[config.mk]
export PLATFORM = sky130hd
export DESIGN_NAME = gqfn_div_step
export DESIGN_NICKNAME = d
export VERILOG_FILES = /design/src/hdl/gqfn_pkg.sv /design/src/hdl/gqfn_div_step.sv
export SDC_FILE = /design/constraint.sdc
export NUM_CORES = 1
export LEC_CHECK = 0
export BUFFER_PORTS_ARGS = -buffer_cell sky130_fd_sc_hd__clkbuf_2
export CORE_AREA = 2 2 278 280
export CTS_CLUSTER_SIZE = 12
export DETAILED_ROUTE_END_ITERATION = 7
export DIE_AREA = 0 0 280 282
export PLACE_DENSITY = 0.59
export SYNTH_ARGS = -nofsm -noshare
export SYNTH_HDL_FRONTEND = slang
export SYNTH_SLANG_ARGS = --single-unit
export TNS_END_PERCENT = 10
[constraint.sdc]
create_clock -name clk -period 1.1 [get_ports clk]
set_input_delay 0.055 -clock clk [delete_from_list [all_inputs] [get_ports clk]]
set_output_delay 0.055 -clock clk [all_outputs]
set_load 0.01 [all_outputs]
[src/hdl/gqfn_pkg.sv]
// ----------------------------------------------------------------------------
// gqfn_pkg: shared types for the quad face normal pipeline
// Lane widths and the sideband record that travels beside each item.
// ----------------------------------------------------------------------------
`default_nettype none

package gqfn_pkg;

	// Width of the squared-magnitude sum and of the division remainder.
	localparam int SumW = 62;
	// Width of one squared component.
	localparam int SqW = 60;
	// Width of the quotient floor(c^2 * 2^32 / S), which may reach 2^32.
	localparam int QuoW = 33;
	// Number of quotient bits, one per division stage.
	localparam int DivSteps = 33;
	// Width of the square-root result and of its square.
	localparam int RootW = 18;
	localparam int RootSqW = 37;
	// Number of root bits, one per square-root stage.
	localparam int SqrtSteps = 18;

	typedef struct packed {
		logic       v;
		logic       degen;
		logic [2:0] neg;
	} side_t;

	typedef logic [2:0][SumW-1:0]    rem_vec_t;
	typedef logic [2:0][QuoW-1:0]    quo_vec_t;
	typedef logic [2:0][RootW-1:0]   root_vec_t;
	typedef logic [2:0][RootSqW-1:0] rsq_vec_t;
	typedef logic [2:0][SqW-1:0]     sq_vec_t;
	typedef logic [2:0][15:0]        pos_vec_t;

endpackage

`default_nettype wire

[src/hdl/gqfn_div_step.sv]
// ----------------------------------------------------------------------------
// gqfn_div_step: one restoring division stage for the three lanes
// Produces one quotient bit of floor(c^2 * 2^32 / S) per lane.
// ----------------------------------------------------------------------------
`default_nettype none

module gqfn_div_step
	import gqfn_pkg::*;
#(
	parameter bit FIRST = 1'b0
) (
	input  wire logic            clk,
	input  wire logic            arst_n,
	input  wire logic            en,
	input  wire side_t           side_i,
	input  wire logic [SumW-1:0] s_i,
	input  wire rem_vec_t        rem_i,
	input  wire quo_vec_t        q_i,
	output side_t                side_s1,
	output logic [SumW-1:0]      s_s1,
	output rem_vec_t             rem_s1,
	output quo_vec_t             q_s1
);

	logic [SumW:0] sh_c [3];
	logic [2:0]    ge_c;
	logic [SumW:0] dif_c [3];

	always_comb begin
		for (int i = 0; i < 3; i++) begin
			// The first stage yields the integer bit and compares unshifted.
			sh_c[i]  = FIRST ? {1'b0, rem_i[i]} : {rem_i[i], 1'b0};
			ge_c[i]  = sh_c[i] >= {1'b0, s_i};
			dif_c[i] = sh_c[i] - {1'b0, s_i};
		end
	end

	always_ff @(posedge clk or negedge arst_n) begin
		if (!arst_n) begin
			side_s1 <= '0;
		end else if (en) begin
			side_s1 <= side_i;
		end
	end

	always_ff @(posedge clk) begin
		if (en) begin
			s_s1 <= s_i;
			for (int i = 0; i < 3; i++) begin
				rem_s1[i] <= ge_c[i] ? dif_c[i][SumW-1:0] : sh_c[i][SumW-1:0];
				q_s1[i]   <= {q_i[i][QuoW-2:0], ge_c[i]};
			end
		end
	end

endmodule

`default_nettype wire

Word level (Yosys, flattened, before mapping)
Index checks and enable logic that the tools add are counted.
- flip-flop bits (word level): 352
- latch bits: 0
- bits in writable memories: 0
- bits in read-only memories: 0
- bits of input ports: 355
- word-level logic and storage cells: 22
- memories: 0
- $add $sub $neg: 3
- multipliers: 0
- div/mod/pow operators: 0
- order comparisons: 3
- eq/ne operators: 0
- shift operators: 0
- muxes and demuxes: 3
- bitwise operators: 0
- reduce and logical (&&, ||, !) cells: 0
- operators with widths (kind ; count):
    63-bit by 62-bit greater-or-equal comparator with 1-bit output ; 3
    62-bit two-way mux ; 3
    62-bit subtractor ; 3

Logic depth before layout (Yosys ltp)
- depth in word-level cells: 2
- depth in mapped cells: 17
- gate-level depth less buffers: 13

Worst setup path after synthesis
No wires, ideal clock.
- path type: input port to flip-flop
- start: in s_i[0]
- end: reg rem_s1[178] in the netlist's numbering (data pin)
- arrival: 3.027 ns
- required time: 0.840 ns
- setup slack: -2.187 ns
- stages: 12
- buffers on the path: 0
- cells stage by stage: inv_1 -> fa_1 -> a211o_1 -> a21o_1 -> o41a_1 -> a31oi_4 -> o221a_2 -> a21oi_2 -> a221o_1 -> a311oi_2 -> xnor2_1 -> mux2_2
- cells in the longest elaborated chain, start to end: 2
- elaborated cells between the ends (all ways): 3
- ends and longest elaborated chain (what ; RTL line ; RTL):
    start, declared ; gqfn_div_step.sv:16 ; input wire logic [SumW-1:0] s_i,
    62-bit subtractor or 63-bit by 62-bit greater-or-equal comparator with 1-bit output (tied branches) ; gqfn_div_step.sv:34, gqfn_div_step.sv:33 ;
    62-bit two-way mux (*) ; gqfn_div_step.sv:50 ; rem_s1[i] <= ge_c[i] ? dif_c[i][SumW-1:0] : sh_c[i][SumW-1:0];
    end signal, assigned by index ; gqfn_div_step.sv:50 ;
    end, declared ; gqfn_div_step.sv:21 ; output rem_vec_t rem_s1,
Every way passes the cells marked *; elsewhere a longest branch is shown, timed or not.
A chain may end at the register's enable or synchronous reset.

Final worst setup path
Ends and elaborated chain as after synthesis.

==> qor.csv <==
metric,value,unit
status,"finished, violations left",
violations,negative setup slack,
post-route-util,55.5,%
yosysWarnings,0,
finalNetCount,4797,
period_share,277,%
p_clk_share,29.9,%
setup_ws,-1.95,ns
initial_core_util,31.0,%
clock-sinks,352,
finalHoldViolCount,0,
p_leak,0.0196,uW
final_common_cell,buf_4,
final_cells,5283,
dieArea,79000,sq um
pwr_density_cell,1270,nW/um^2
drtIter0Drc,1476,
clk_pin_slew_worst_paths,0.06,ns
async_flop_share,1.42,%
cts_buffers,44,
rows,101,
path_class,input pin to flip-flop,
synth_flop_cell,edfxtp_1,
synth.distinct_cells,75,
clk_latency,0.59,ns
grt-ovfl-total,0,
drv_cap,0,
clock_tree.root_cell,clkbuf_16,
final_cell_mix,"buf_4, clkbuf_2, dlygate4sd3_1",
num_io_pins,707,
die_h,282,microns
grt_pass1_vias,26377,
viasPerCell,5.00,
critPathMaxFanout,3,
vias,26427,
ys_seq_area_share,44.9,%
worstPathRequired,1.45,ns
io_buffers,703,
power_frac_comb,37.3,%
gp_congestion,0.946,
cts_max_path_buffers,3,
synthCells,2339,
track_usage,27.3,%
synth_edf_count,347,
dp_worst_setup_slack,-3.02,ns
first_pass_iters,8,
ys_seq_elements,352,
setup_viol,541,
hold_path_class,input pin to flip-flop,
grt_pass1_wl,161000,microns
synth_top_area_share,44.4,%
antenna_found_initial,30,
drv_slew,0,
p_int,36600,uW
slew_headroom,58.6,%
design.core.area,75700,sq um
cts_tree,built,
seqPwrFrac,32.8,%
ant_nets,0,
fin_worst_skew,0,ns
fin_tns_setup,-350.79,ns
fmax,328,MHz
swShare,31.8,%
dpl.cell_count,4775,
ctsHtreeMaxLevel,2,
synthTopCellsByArea,"edfxtp_1, ha_1, a21oi_1",
layout-drive-gt1-share,45.1,%
dp_hpwl,88700,microns
arrival,3.41,ns
nFillCells,6599,
grt_start_max_net_pins,61,
avgSynthCellArea,10.0,sq um
fin_crit,3.05,ns
wl,117000,microns
total_power,53600,uW
syn_nets,2883,
cp-end-kind,flip-flop,
yosysTopAreaCell,edfxtp_1,
max_slew.worst_pin.slew,0.614,ns
drc,0,
die_w,280,microns
cp-start-kind,input pin,
rsz0062_at_grt,yes,
switchingPower,17000,uW
synthesis.area,23500,sq um
wl_per_cell,22.1,microns
ir_drop,1.33,mV
synthToLayoutAreaGrowth,79.0,%
[area by class of cell]
cell class                 instances  area (sq um)  share of cell area (%)
timing repair buffer            1963         14900                    35.4
multi-input combinational       1783         13400                    31.8
sequential                       352         10500                    25.1
tap                              978          1220                    2.91
clock buffer                      48          1130                    2.68
clock inverter                    33           445                    1.06
inverter                         109           419                   0.997
antenna                           17          42.5                   0.101
[flip-flops by register name (all words and copies together) (netlist names)]
register	flops
rem_s1	186
q_s1	99
s_s1	62
side_s1	5
[critical path: stages]
cell        delay [ns]
buf_8             0.08
clkinvlp_4        0.10
buf_6             0.14
fa_2              0.38
a211o_1           0.30
a21o_1            0.20
o41a_1            0.43
a31oi_4           0.28
o221a_4           0.30
a21oi_4           0.09
a221o_1           0.40
a311oi_2          0.27
xnor2_1           0.11
mux2_4            0.27
[final timing paths]
kind	from	end	slack [ns]	cells after the start
worst max-delay path	s_i[0]	rem_s1[178]	-1.95	14
worst min-delay path	rem_i[62]	rem_s1[63]	0.03	3
worst max register to register	side_s1[3]	side_s1[3]	0.32	1
worst min register to register	side_s1[2]	side_s1[2]	0.51	1
max in group asynchronous	arst_n	side_s1[4]	0.49	3
min in group asynchronous	arst_n	side_s1[1]	0.42	3
[cell usage after synthesis (all sizes together), types with 34 or more instances]
master / count
nand4: 46
ha: 186
mux2: 78
nor2: 111
o21bai: 36
a21o: 108
inv: 109
a21oi: 225
xor2: 75
edfxtp: 347
clkbuf: 72
nand2: 280
xnor2: 96
nand3: 34
o21ai: 226
[power groups by stage]
stage               combinational (uW)  sequential [uW]  clock (uW)
floorplan                         6680            18500           0
global placement                 16500            17800           0
detailed placement               16600            17800           0
CTS                              18800            17600       16300
global route                     21400            17700       16800
finish                           20000            17600       16000
[through the flow]
step | instance area (sq um) | hold slack, ns
after floorplan | 23600 | -0.241
after global placement | 34600 | -0.108
after detailed placement | 34600 | -0.112
after CTS | 40800 | -0.0521
after global routing | 42000 | 0.0156
final | 42000 | 0.0346
[repair_timing]
action | in CTS | in global routing
resized for setup | 222 | 245
cloned | 8 | 10
hold endpoints to repair | 381 | 1
pin swaps | 31 | 63
hold buffers | 349 | 1
buffers inserted | 22 | 31
setup endpoints to repair | 541 | 541
[routing by layer]
metal	vias to the layer above	wire [microns]	global-route usage [%]
met3	280	8090	6.17
met5	-	152	0
met4	24	6290	13.2
met1	12573	44300	30.9
met2	987	57900	48.4
li1	12563	-	-
[cell families after synthesis]
logic type | share of synthesized area [%]
compound gates | 19.6
simple gates | 11.7
flops | 44.9
buf+inv | 3.46
fa+ha+maj | 10.2
xor+xnor | 6.38
mux | 3.78
Power figures use the tool's default switching activity.
