--- src/hdl/gqfn_pkg.sv ---
// ----------------------------------------------------------------------------
// gqfn_pkg: shared types for the quad face normal pipeline
// Lane widths and the sideband record that travels beside each item.
// ----------------------------------------------------------------------------
`default_nettype none

package gqfn_pkg;

	// Width of the squared-magnitude sum and of the division remainder.
	localparam int SumW = 62;
	// Width of one squared component.
	localparam int SqW = 60;
	// Width of the quotient floor(c^2 * 2^32 / S), which may reach 2^32.
	localparam int QuoW = 33;
	// Number of quotient bits, one per division stage.
	localparam int DivSteps = 33;
	// Width of the square-root result and of its square.
	localparam int RootW = 18;
	localparam int RootSqW = 37;
	// Number of root bits, one per square-root stage.
	localparam int SqrtSteps = 18;

	typedef struct packed {
		logic       v;
		logic       degen;
		logic [2:0] neg;
	} side_t;

	typedef logic [2:0][SumW-1:0]    rem_vec_t;
	typedef logic [2:0][QuoW-1:0]    quo_vec_t;
	typedef logic [2:0][RootW-1:0]   root_vec_t;
	typedef logic [2:0][RootSqW-1:0] rsq_vec_t;
	typedef logic [2:0][SqW-1:0]     sq_vec_t;
	typedef logic [2:0][15:0]        pos_vec_t;

endpackage

`default_nettype wire

--- src/hdl/gqfn_sqrt_step.sv ---
// ----------------------------------------------------------------------------
// gqfn_sqrt_step: one digit-by-digit integer square root stage
// Decides root bit BIT for the three lanes, keeping the root's square.
// ----------------------------------------------------------------------------
`default_nettype none

module gqfn_sqrt_step
	import gqfn_pkg::*;
#(
	parameter int BIT = 17
) (
	input  wire logic      clk,
	input  wire logic      arst_n,
	input  wire logic      en,
	input  wire side_t     side_i,
	input  wire quo_vec_t  f_i,
	input  wire root_vec_t r_i,
	input  wire rsq_vec_t  r2_i,
	output side_t          side_s1,
	output quo_vec_t       f_s1,
	output root_vec_t      r_s1,
	output rsq_vec_t       r2_s1
);

	logic [RootSqW-1:0] t2_c [3];
	logic [2:0]         take_c;

	always_comb begin
		for (int i = 0; i < 3; i++) begin
			// (r + 2^b)^2 = r^2 + r * 2^(b+1) + 2^(2b), as r has no bits at or below b.
			t2_c[i] = r2_i[i] + (RootSqW'(r_i[i]) << (BIT + 1))
				+ (RootSqW'(1) << (2 * BIT));
			take_c[i] = t2_c[i] <= RootSqW'(f_i[i]);
		end
	end

	always_ff @(posedge clk or negedge arst_n) begin
		if (!arst_n) begin
			side_s1 <= '0;
		end else if (en) begin
			side_s1 <= side_i;
		end
	end

	always_ff @(posedge clk) begin
		if (en) begin
			for (int i = 0; i < 3; i++) begin
				f_s1[i]  <= f_i[i];
				r_s1[i]  <= take_c[i] ? (r_i[i] | (RootW'(1) << BIT)) : r_i[i];
				r2_s1[i] <= take_c[i] ? t2_c[i] : r2_i[i];
			end
		end
	end

endmodule

`default_nettype wire

--- config.mk ---
export PLATFORM = sky130hd
export DESIGN_NAME = gqfn_sqrt_step
export DESIGN_NICKNAME = d
export VERILOG_FILES = /design/src/hdl/gqfn_pkg.sv /design/src/hdl/gqfn_sqrt_step.sv
export SDC_FILE = /design/constraint.sdc
export NUM_CORES = 1
export LEC_CHECK = 0
export BUFFER_PORTS_ARGS = -buffer_cell sky130_fd_sc_hd__buf_2
export CORE_AREA = 2 2 212 214
export CTS_CLUSTER_DIAMETER = 120
export DETAILED_ROUTE_END_ITERATION = 8
export DIE_AREA = 0 0 214 216
export PLACE_DENSITY = 0.67
export SETUP_SLACK_MARGIN = 0.5
export SYNTH_ARGS = -nofsm -noshare
export SYNTH_HDL_FRONTEND = slang
export SYNTH_SLANG_ARGS = --single-unit
--- constraint.sdc ---
create_clock -name clk -period 0.8 [get_ports clk]
set_input_delay 0.04 -clock clk [delete_from_list [all_inputs] [get_ports clk]]
set_output_delay 0.04 -clock clk [all_outputs]
set_load 0.02 [all_outputs]
After elaboration in Yosys (flattened, before gate mapping)
Index checks and enable logic that the tools add are counted.
W data, S select, Z words.
- $add $sub $neg: 6
- magnitude comparators: 3
- multiplexer cells: 3
- operators with widths (operator ; number):
    $add A37 B35 Y37 const B ; 3
    $add A37 B36 Y37 ; 3
    $le A37 B33 Y1 ; 3
    $mux W37 ; 3
- flip-flop bits (word level): 269
- input bits: 272
- output and inout port bits: 269
- word-level logic and storage cells: 27

Depth between registers and ports, before layout
Gate-level depths: netlist of run 1.
- word-level depth: 4
- mapped depth: 20

Worst setup path after synthesis of run 1
OpenSTA, ideal clock, no wires.
- path kind: input -> register
- start point: input r_i[37] (netlist name)
- end point: register r2_s1[100] (netlist name) (data pin)
- setup time: 0.260 ns
- arrival time: 4.067 ns
- slack: -3.527 ns
- stages on the path: 18
- buffers on the path: 1
- path through: ha_1 > ha_1 > fa_1 > a211oi_2 > nor2_2 > nor2_1 > o21ai_0 > a211oi_1 > nor2_1 > ha_1 > and4_1 > a221o_1 > nor4_1 > o21ai_0 > or4_1 > or3_4 > buf_6 > mux2_4
- cells in the longest elaborated chain, start to end: 4
- RTL lines (item ; RTL line ; source):
    start: declaration ; gqfn_sqrt_step.sv:17 ; input wire root_vec_t r_i,
    $add A37 B36 Y37 (*) ; gqfn_sqrt_step.sv:31 ; t2_c[i] = r2_i[i] + (RootSqW'(r_i[i]) << (BIT + 1))
    $add A37 B35 Y37 (*) ; gqfn_sqrt_step.sv:32 ; + (RootSqW'(1) << (2 * BIT));
    $le A37 B33 Y1 ; gqfn_sqrt_step.sv:33 ; take_c[i] = t2_c[i] <= RootSqW'(f_i[i]);
    $mux W37 (*) ; gqfn_sqrt_step.sv:50 ; r2_s1[i] <= take_c[i] ? t2_c[i] : r2_i[i];
    end signal: indexed assignment ; gqfn_sqrt_step.sv:50 ;
    end: declaration ; gqfn_sqrt_step.sv:22 ; output rsq_vec_t r2_s1
Every way passes the cells marked *; elsewhere a longest branch is shown, timed or not.
A chain may end at the register's enable or synchronous reset.

Worst setup path after layout of run 1
- start point: input r_i[37] (netlist name)
- end point: register r2_s1[101] (netlist name) (data pin)
The elaborated chain is that of the path after synthesis.

==> run metrics, run 1 <==
status finished with violations; failing checks negative hold slack, negative setup slack; final setup fails between 300 and 400; share of cells above drive strength 1 0.5340; CTS root buf clkbuf_16; top cell types by occurrence after synthesis edfxtp_1 (264), ha_1 (204), inv_1 (121); synthesized area ~0.014 mm2; worst slew pin tran roughly 770 ps; nature of the critical path startpoint input pin; synth unique cells 63; Ports between 500 and 600; Max Cap Violations 0; count leader, synth edfxtp_1; syn nets around 1500; sequential-to-total area share from yosys stat 0.5620; Avg Inst Size Synth 13.49 um2; Die Area 0.04622 mm2; slowest stage delay, CP ~350 ps; Hold WC Path Type in2reg; Post-synth EDFFs about 260; Slew Limit Fails 0; Mapped Cells approximately 1100; critical path class in2reg; total leakage power between 10 and 15 nW; Port Buffer Count 540; Fmax 261.1 MHz; Core ar. roughly 0.044 mm2; DRT Pass-1 Iters 5; CP max FO 3; global-route wire length before repair just over 70 mm; CTS Buf Count 30; routability congestion estimate from global placement approximately 0.9; Arr. time, crit path between 4000 and 5000 ps; clk buf depth 3; WL/cell around 19 um; vias in the first global route 12715; Initial Utilization 0.3269; post-route total power ~47 mW; gr usage total 0.1990; final hold viol count 279; post-synthesis async set-or-reset flop share 0.01859; cell taking the most area after synthesis edfxtp_1; Synth top area share 0.5533; DIE WIDTH about 210 um; Clock Skew 0 ps; WHS -356.4 ps; CTS tree done; Max VDD drop around 2.7 mV; Worst Path Required between 1000 and 1500 ps; synth top area cells edfxtp_1 (55%), ha_1 (18%), inv_1 (3.2%), a21oi_1 (2.0%), a21o_1 (2.0%); Area Overhead vs Synth 64.41%; Routed Antenna Nets 0; HPWL Detailed ~38 mm; CP max stage cell fa_2; PD cells 1978 mW/mm2; via count roughly 12000; Critical Path End Type flip-flop; clock sinks approximately 270; DR DRC count 0; Post-CTS Hold Buffers 1; clock latency on the worst-skew pair roughly 570 ps; post-route clock period utilization 4.787; Die Ht roughly 220 um; Main synth FF type edfxtp_1; GR Overflow Total 0; Site Rows 77; Rel. slew slack 0.4833; total wire length ~49 mm; minimum clock period approximately 3800 ps; pin count of the biggest net entering global routing just under 60; worst slack, placed -3750 ps; clk slew on worst S/H paths approximately 60 ps; #FFs+latches synth about 270; CP dominant cell by count buf_4; Ys Warns 0; RSZ-0062 raised after global routing true; H-tree Lvls 1; Via-to-Cell Ratio approximately 4.7; DRT iter0 DRCs ~550; layout net count roughly 2400; Final Worst Setup Slack -3030 ps; initial antenna violation count 4
timing repair:
item	in CTS	in global routing
hold endpoints to repair	300	279
gates cloned	5	2
pin swaps	37	23
gates resized for setup	331	195
endpoints found under the setup margin	368	496
setup buffers	38	8
cell usage in the layout (no fill, tap or decap), types with 34 or more instances in the layout:
cell type / count
buf_4: 283
edfxtp_1: 264
nand2_1: 34
buf_2: 328
clkbuf_16: 34
a21oi_1: 49
nor2_1: 37
inv_1: 121
buf_6: 223
a21o_1: 38
ha_1: 179
mux2_4: 45
layer usage:
metal	routed length [um]	vias up	GRT usage
li1	-	5789	-
met1	19180	5789	0.2316
met2	24640	464	0.3580
met3	3102	91	0.04271
met4	1732	2	0.07529
met5	13	-	0
worst max-delay path: cells and delay by family:
kind                       cells  cell delay [ps]
buffers and inverters         20             2280
adders and majority gates      3              750
AOI/OAI and AO/OA              3              520
and+or+nand+nor                3              300
muxes                          1              260
worst paths after layout:
path / slack, ps / end / from / cells after the start
min: -360 / r_s1[1] / r_i[1] / 1
max reg2reg: 20 / side_s1[2] / side_s1[2] / 1
min in group asynchronous: -150 / side_s1[3] / arst_n / 2
max in group asynchronous: 790 / side_s1[0] / arst_n / 2
min reg2reg: 530 / side_s1[1] / side_s1[1] / 1
max: -3030 / r2_s1[101] / r_i[37] / 30
cell families after synthesis:
group                      share of synthesized area
adders and majority gates                     0.1823
AOI/OAI and AO/OA                            0.09326
xor gates and xnor gates                     0.02262
muxes                                        0.04471
buffers and inverters                        0.03502
and+or+nand+nor                              0.06008
DFF                                           0.5620
where the power goes:
| group | internal (mW) | switching (mW) | total, mW |
|---|---|---|---|
| combinational | 7.84 | 7.31 | 15.2 |
| sequential | 16.9 | 0.546 | 17.4 |
| clock | 8.25 | 5.78 | 14.0 |
registers in the layout, indices dropped and copies added, names as in the netlist:
| name | cells |
|---|---|
| f_s1 | 99 |
| side_s1 | 5 |
| r2_s1 | 111 |
| r_s1 | 54 |
stage by stage:
step	instance area [um2]	std cells	TNS [ps]	hold WS, ps	utilization
detailed placement	20210	2451	-230740	-124.7	0.4610
global placement	20210	2451	-226300	-135.4	0.4610
CTS	22840	2550	-269330	-377.7	0.5210
floorplan	14720	1062	-175920	-255.6	-
global route	23560	2561	-283440	-378.1	0.5373
finish	23560	2562	-264060	-356.4	0.5374
layout make-up:
type | instances | area (um2)
timing repair buffer | 857 | 6763
antenna | 2 | 5.005
tap | 592 | 740.7
sequential | 269 | 8059
clock buffer | 44 | 844.6
multi-input combinational | 666 | 6554
fill | 3590 | 20280
inverter | 121 | 454.2
clock inverter | 11 | 137.6
Note: power is estimated with default switching activity, not from simulation.
==> inputs of run 2 (changes only) <==
--- a/config.mk
+++ b/config.mk
@@ -10,7 +10,9 @@
 export CTS_CLUSTER_DIAMETER = 120
 export DETAILED_ROUTE_END_ITERATION = 8
 export DIE_AREA = 0 0 214 216
+export MAX_ROUTING_LAYER = met4
 export PLACE_DENSITY = 0.67
+export REMOVE_ABC_BUFFERS = 1
 export SETUP_SLACK_MARGIN = 0.5
 export SYNTH_ARGS = -nofsm -noshare
 export SYNTH_HDL_FRONTEND = slang
==> run metrics, run 2 (synthesis results as in run 1) <==
HPWL Detailed 38.14 mm (was 37.54 mm); Initial Utilization 0.3269 (unchanged); WL/cell 19.31 um (was 18.99 um); Hold WC Path Type in2reg (unchanged); Max Cap Violations 0 (unchanged); Worst Path Required 1110 ps (was 1130 ps); CTS root buf clkbuf_16 (unchanged); clock latency on the worst-skew pair 550 ps (was 570 ps); Critical Path End Type flip-flop (unchanged); reg2reg path depth 2 (was 1); Clock Skew 0 ps (unchanged); Die Area 0.04622 mm2 (unchanged); initial antenna violation count 4 (unchanged); failing checks negative hold slack, negative setup slack (unchanged); Setup crit end r2_s1[93] (was r2_s1[101]); clk slew on worst S/H paths 60 ps (about the same); critical path class in2reg (unchanged); CTS Buf Count 29 (was 30); routability congestion estimate from global placement 0.9284 (was 0.8973); DIE WIDTH 214 um (unchanged); clock sinks 269 (unchanged); CP max FO 5 (was 3); worst slew pin tran 610.1 ps (was 768.1 ps); Finished Cell Area 0.02373 mm2 (was 0.02356 mm2); PD cells 1976 mW/mm2 (was 1978 mW/mm2); Core ar. 0.04384 mm2 (unchanged); CTS tree done (unchanged); Area Overhead vs Synth 65.58% (was 64.41%); GR Overflow Total 0 (unchanged); DRT Pass-1 Iters 4 (was 5); layout net count 2431 (was 2424); max reg flops 111 (unchanged); clk buf depth 3 (unchanged); H-tree Lvls 1 (unchanged); global-route wire length before repair 71.99 mm (was 71.01 mm); vias in the first global route 12775 (was 12715); total wire length 49.63 mm (was 48.66 mm); Post-CTS Hold Buffers 1 (unchanged); final setup fails 330 (was 329); total leakage power 11.18 nW (was 11.16 nW); share of cells above drive strength 1 0.5491 (was 0.5340); Top Registers r2_s1 (111), f_s1 (99), r_s1 (54) (unchanged); Worst R2R Start side_s1[0] (was side_s1[2]); minimum clock period 3984 ps (was 3830 ps); register with the highest flop count r2_s1 (unchanged); r2r setup slk -100 ps (was 20 ps); Fill cells 3498 (was 3590); RSZ-0062 raised after global routing true (unchanged); Fmax 251.0 MHz (was 261.1 MHz); Final Worst Setup Slack -3184 ps (was -3030 ps); status finished with violations (unchanged); WHS -339.7 ps (was -356.4 ps); commonest cells after routing, fill and taps aside buf_2 (333), buf_4 (289), edfxtp_1 (264) (was buf_2 (328), buf_4 (283), edfxtp_1 (264)); DRT iter0 DRCs 589 (was 545); final hold viol count 278 (was 279); Die Ht 216 um (unchanged); Ports 541 (unchanged); Site Rows 77 (unchanged); Routed Antenna Nets 0 (unchanged); Arr. time, crit path 4290 ps (was 4160 ps); Via-to-Cell Ratio 4.792 (was 4.737); Max VDD drop 1.836 mV (was 2.722 mV); most common cell after layout, fill and taps aside buf_2 (unchanged); DR DRC count 0 (unchanged); Slew Limit Fails 0 (unchanged); nature of the critical path startpoint input pin (unchanged); Port Buffer Count 540 (unchanged); Rel. slew slack 0.5904 (was 0.4833); DP Area 0.01984 mm2 (was 0.02021 mm2); Crit Reg-Reg Endpoint side_s1[0] (was side_s1[2]); pin count of the biggest net entering global routing 28 (was 58); via count 12315 (was 12135); post-route clock period utilization 4.980 (was 4.787); gr usage total 0.2059 (was 0.1990); Critical path origin r_i[37] (unchanged)
[run 2: timing repair]
item | CTS | global route
pin swaps | 80 | 44
endpoints found under the setup margin | 334 | 334
gates cloned | 7 | 0
endpoints found under the hold margin | 281 | 278
gates resized for setup | 406 | 218
buffers inserted | 40 | 15
[run 2: metal layers]
metal  part of all wire  wire [um]  track usage  vias up
met2               0.51      25490       0.3576      461
li1                   -          -            -     5803
met4              0.028       1392      0.06573        0
met3              0.055       2714      0.03510       99
met1               0.40      20030       0.2430     5952
met5                  0          0            -        -
[run 2: how the worst min path moves through the flow]
stage	end	slack (ps)	cells past startpoint	startpoint
6_report	r_s1[37]	-340	1	r_i[37]
5_1_grt	r_s1[37]	-370	1	r_i[37]
4_1_cts	r_s1[37]	-370	1	r_i[37]
3_5_place_dp	side_s1[4]	-130	1	arst_n
3_3_place_gp	side_s1[4]	-130	1	arst_n
2_1_floorplan	side_s1[0]	-260	0	arst_n
[run 2: critical path, cell delays in order]
cell	delay, ps
buf_8	100
ha_4	260
ha_4	140
fa_2	230
a211oi_4	70
nor2_2	180
buf_6	130
o31ai_4	50
buf_4	150
a21boi_2	140
nor2_2	60
buf_4	120
buf_4	120
buf_6	110
buf_6	100
buf_6	100
buf_6	100
buf_4	120
buf_4	120
buf_4	120
buf_6	100
o31a_1	230
or4_4	560
or3_4	480
mux2_4	330
[run 2: cell type report]
class | count | area, um2 | share of cell area
flip-flops and latches | 269 | 8053 | 0.3394
multi-input cells | 668 | 6768 | 0.2853
repair buffers | 863 | 6723 | 0.2834
clock buffers | 36 | 762.0 | 0.03212
well taps | 592 | 740.7 | 0.03122
inverters | 121 | 454.2 | 0.01914
clock inverters | 17 | 215.2 | 0.009071
diodes | 4 | 10.01 | 0.0004219
[run 2: per-stage QoR]
step	total power, mW	setup WS [ps]	std cells	util	setup TNS (ps)
finish	46.88	-3184	2570	0.5412	-267180
global route	48.77	-3230	2570	0.5412	-286530
CTS	45.72	-3115	2551	0.5200	-269020
detailed placement	29.44	-4069	2450	0.4525	-240310
global placement	29.16	-3914	2450	0.4525	-231700
floorplan	23.46	-4345	1055	-	-231660
[run 2: report_power, final]
group          switching, mW  total, mW  internal, mW
clock network           5.65       14.0          8.35
logic                   7.53       15.5          7.94
registers              0.537       17.4          16.9
==> inputs of run 3 (changes only) <==
--- a/config.mk
+++ b/config.mk
@@ -5,13 +5,14 @@
 export SDC_FILE = /design/constraint.sdc
 export NUM_CORES = 1
 export LEC_CHECK = 0
+export ABC_AREA = 1
 export BUFFER_PORTS_ARGS = -buffer_cell sky130_fd_sc_hd__buf_2
-export CORE_AREA = 2 2 212 214
+export CORE_AREA = 2 2 208 210
 export CTS_CLUSTER_DIAMETER = 120
 export DETAILED_ROUTE_END_ITERATION = 8
-export DIE_AREA = 0 0 214 216
+export DIE_AREA = 0 0 210 212
 export MAX_ROUTING_LAYER = met4
-export PLACE_DENSITY = 0.67
+export PLACE_DENSITY = 0.7
 export REMOVE_ABC_BUFFERS = 1
 export SETUP_SLACK_MARGIN = 0.5
 export SYNTH_ARGS = -nofsm -noshare
==> run metrics, run 3 <==
clk buf depth 3 (unchanged); slowest stage delay, CP 370 ps (was 560 ps); delay-heaviest family, CP simple AND/OR/NAND/NOR gates (was buffers and inverters); Routed Antenna Nets 0 (unchanged); CTS Buf Count 29 (unchanged); top cell types by occurrence after synthesis nand2_1 (302), edfxtp_1 (264), ha_1 (204) (was edfxtp_1 (264), ha_1 (204), inv_1 (121)); Final Worst Setup Slack -1980 ps (was -3184 ps); Fill cells 3277 (was 3498); Mapped Cells 1378 (was 1062); final setup fails 329 (was 330); minimum clock period 2780 ps (was 3984 ps); Area Overhead vs Synth 67.62% (was 65.58%); synth top area cells edfxtp_1 (53%), ha_1 (17%), nand2_1 (7.6%), inv_1 (4.4%), a21oi_1 (3.1%) (was edfxtp_1 (55%), ha_1 (18%), inv_1 (3.2%), a21oi_1 (2.0%), a21o_1 (2.0%)); final hold viol count 286 (was 278); initial antenna violation count 3 (was 4); DRT iter0 DRCs 653 (was 589); gr usage total 0.2255 (was 0.2059); failing checks negative hold slack, negative setup slack (unchanged); clock sinks 269 (unchanged); HPWL Detailed 39.98 mm (was 38.14 mm); synthesized area 0.01492 mm2 (was 0.01433 mm2); sequential-to-total area share from yosys stat 0.5398 (was 0.5620); Crit path depth 22 (was 25); DR DRC count 0 (unchanged); clk slew on worst S/H paths 60 ps (about the same); CTS root buf clkbuf_16 (unchanged); Ys Warns 0 (unchanged); status finished with violations (unchanged); DRT Pass-1 Iters 5 (was 4); WHS -338.8 ps (was -339.7 ps); Port Buffer Count 540 (unchanged); Fin Setup TNS -198060 ps (was -267180 ps); Die Area 0.04452 mm2 (was 0.04622 mm2); count leader, synth nand2_1 (was edfxtp_1); Avg Inst Size Synth 10.83 um2 (was 13.49 um2); worst slew pin tran 403.0 ps (was 610.1 ps); critical path class in2reg (unchanged); layout net count 2781 (was 2431); Main synth FF type edfxtp_1 (unchanged); via count 14016 (was 12315); Slew Limit Fails 0 (unchanged); GR Overflow Total 0 (unchanged); H-tree Lvls 1 (unchanged); synth unique cells 41 (was 63); RSZ-0062 raised after global routing true (unchanged); Via-to-Cell Ratio 4.884 (was 4.792); CP max FO 6 (was 5); Fmax 359.8 MHz (was 251.0 MHz); routability congestion estimate from global placement 0.9399 (was 0.9284); Initial Utilization 0.3510 (was 0.3269); total leakage power 11.95 nW (was 11.18 nW); commonest cells after routing, fill and taps aside buf_4 (338), buf_2 (312), edfxtp_1 (264) (was buf_2 (333), buf_4 (289), edfxtp_1 (264)); WL/cell 18.68 um (was 19.31 um); register with the highest flop count r2_s1 (unchanged); Arr. time, crit path 3090 ps (was 4290 ps); clock latency on the worst-skew pair 560 ps (was 550 ps); CP Buf/Inv Count 4 (was 13); Top Registers r2_s1 (111), f_s1 (99), r_s1 (54) (unchanged); Max VDD drop 2.062 mV (was 1.836 mV); Site Rows 76 (was 77); CP max stage cell fa_2 (was or4_4); Ports 541 (unchanged); CTS tree done (unchanged); Max Cap Violations 0 (unchanged); PD cells 1983 mW/mm2 (was 1976 mW/mm2); CP dominant cell by count nand2_2; Clock Skew 0 ps (unchanged); cell taking the most area after synthesis edfxtp_1 (unchanged); vias in the first global route 14302 (was 12775); nature of the critical path startpoint input pin (unchanged); DIE WIDTH 210 um (was 214 um); post-route clock period utilization 3.474 (was 4.980); hold depth 1 (unchanged); Critical Path End Type flip-flop (unchanged); max reg flops 111 (unchanged); pin count of the biggest net entering global routing 27 (was 28); worst path cell trace buf_8, ha_4, ha_4, fa_2, nand2_2, nand2_2, nand2_4, o21bai_4, xor2_2, ha_1, nand4_1, nor3b_2, buf_4, nand2_2, nand2_1, nand2_1, nand2_2, nand2_4, buf_6, buf_8, nand3_2, nand2_2; Rel. slew slack 0.7289 (was 0.5904); Post-synth EDFFs 264 (unchanged); share of cells above drive strength 1 0.5231 (was 0.5491); Core ar. 0.04251 mm2 (was 0.04384 mm2); post-synthesis async set-or-reset flop share 0.01859 (unchanged); Worst Path Required 1110 ps (about the same); global-route wire length before repair 76.27 mm (was 71.99 mm); post-route total power 49.59 mW (was 46.88 mW); #FFs+latches synth 269 (unchanged); Die Ht 212 um (was 216 um); Hold WC Path Type in2reg (unchanged); total wire length 53.60 mm (was 49.63 mm); most common cell after layout, fill and taps aside buf_4 (was buf_2); Post-CTS Hold Buffers 1 (unchanged); reg2reg path depth 1 (was 2); Synth top area share 0.5314 (was 0.5533)
==> run 3: cells by family (layout without fill, tap and decap cells) <==
kind of cell,count (synthesis),count (layout),synth area share
buffers and inverters,189,1132,0.05225
AOI/OAI and AO/OA,157,157,0.05904
DFF,269,269,0.5398
muxes,5,5,0.003774
adders and majority gates,207,207,0.1751
and+or+nand+nor,512,512,0.1472
other,0,3,0
xor gates and xnor gates,39,39,0.02289
==> run 3: path summary, 6_finish.rpt <==
path | startpoint | endpoint | slack, ps
max | r_i[37] | r2_s1[102] | -1980
min | r_i[37] | r_s1[37] | -340
max reg2reg | side_s1[1] | side_s1[1] | 10
min reg2reg | side_s1[2] | side_s1[2] | 540
max in group asynchronous | arst_n | side_s1[0] | 810
min in group asynchronous | arst_n | side_s1[4] | -160
==> run 3: routing by layer <==
layer  wire length, um  GRT usage  vias to the layer above
met5                 0          -                        -
met4              1666    0.06676                        0
met3              3152    0.03087                      104
met1             20540     0.2577                     6745
li1                  -          -                     6638
met2             28240     0.4118                      529
==> run 3: area by class of cell <==
| class | instances | area [um2] | share of cell area |
|---|---|---|---|
| Antenna cell | 3 | 7.507 | 0.0003002 |
| Clock buffer | 43 | 798.3 | 0.03192 |
| Clock inverter | 7 | 163.9 | 0.006554 |
| Inverter | 174 | 653.1 | 0.02612 |
| Multi-Input combinational cell | 920 | 7512 | 0.3004 |
| Sequential cell | 269 | 8053 | 0.3220 |
| Tap cell | 546 | 683.2 | 0.02732 |
| Timing Repair Buffer | 908 | 7137 | 0.2854 |
==> run 3: where the power goes <==
part	switching (mW)	internal, mW
Combinational	9.32	8.76
Clock	5.53	8.45
Sequential	0.613	16.9
==> run 3: metrics by stage <==
stage	worst slack [ps]	hold WS, ps	std cells	area, um2	util
floorplan	-2567	-255.6	1363	14790	-
global placement	-2588	-133.9	2763	20630	0.4854
detailed placement	-2706	-123.7	2763	20630	0.4854
CTS	-1899	-375.6	2853	23640	0.5562
global route	-2020	-367.9	2870	25010	0.5883
finish	-1980	-338.8	2870	25010	0.5883
==> run 3: what timing repair did <==
action	in CTS	in global routing
setup buffers	34	13
cloned	5	1
gates resized for setup	421	356
pin swaps	79	67
setup endpoints to repair	334	334
endpoints found under the hold margin	286	286
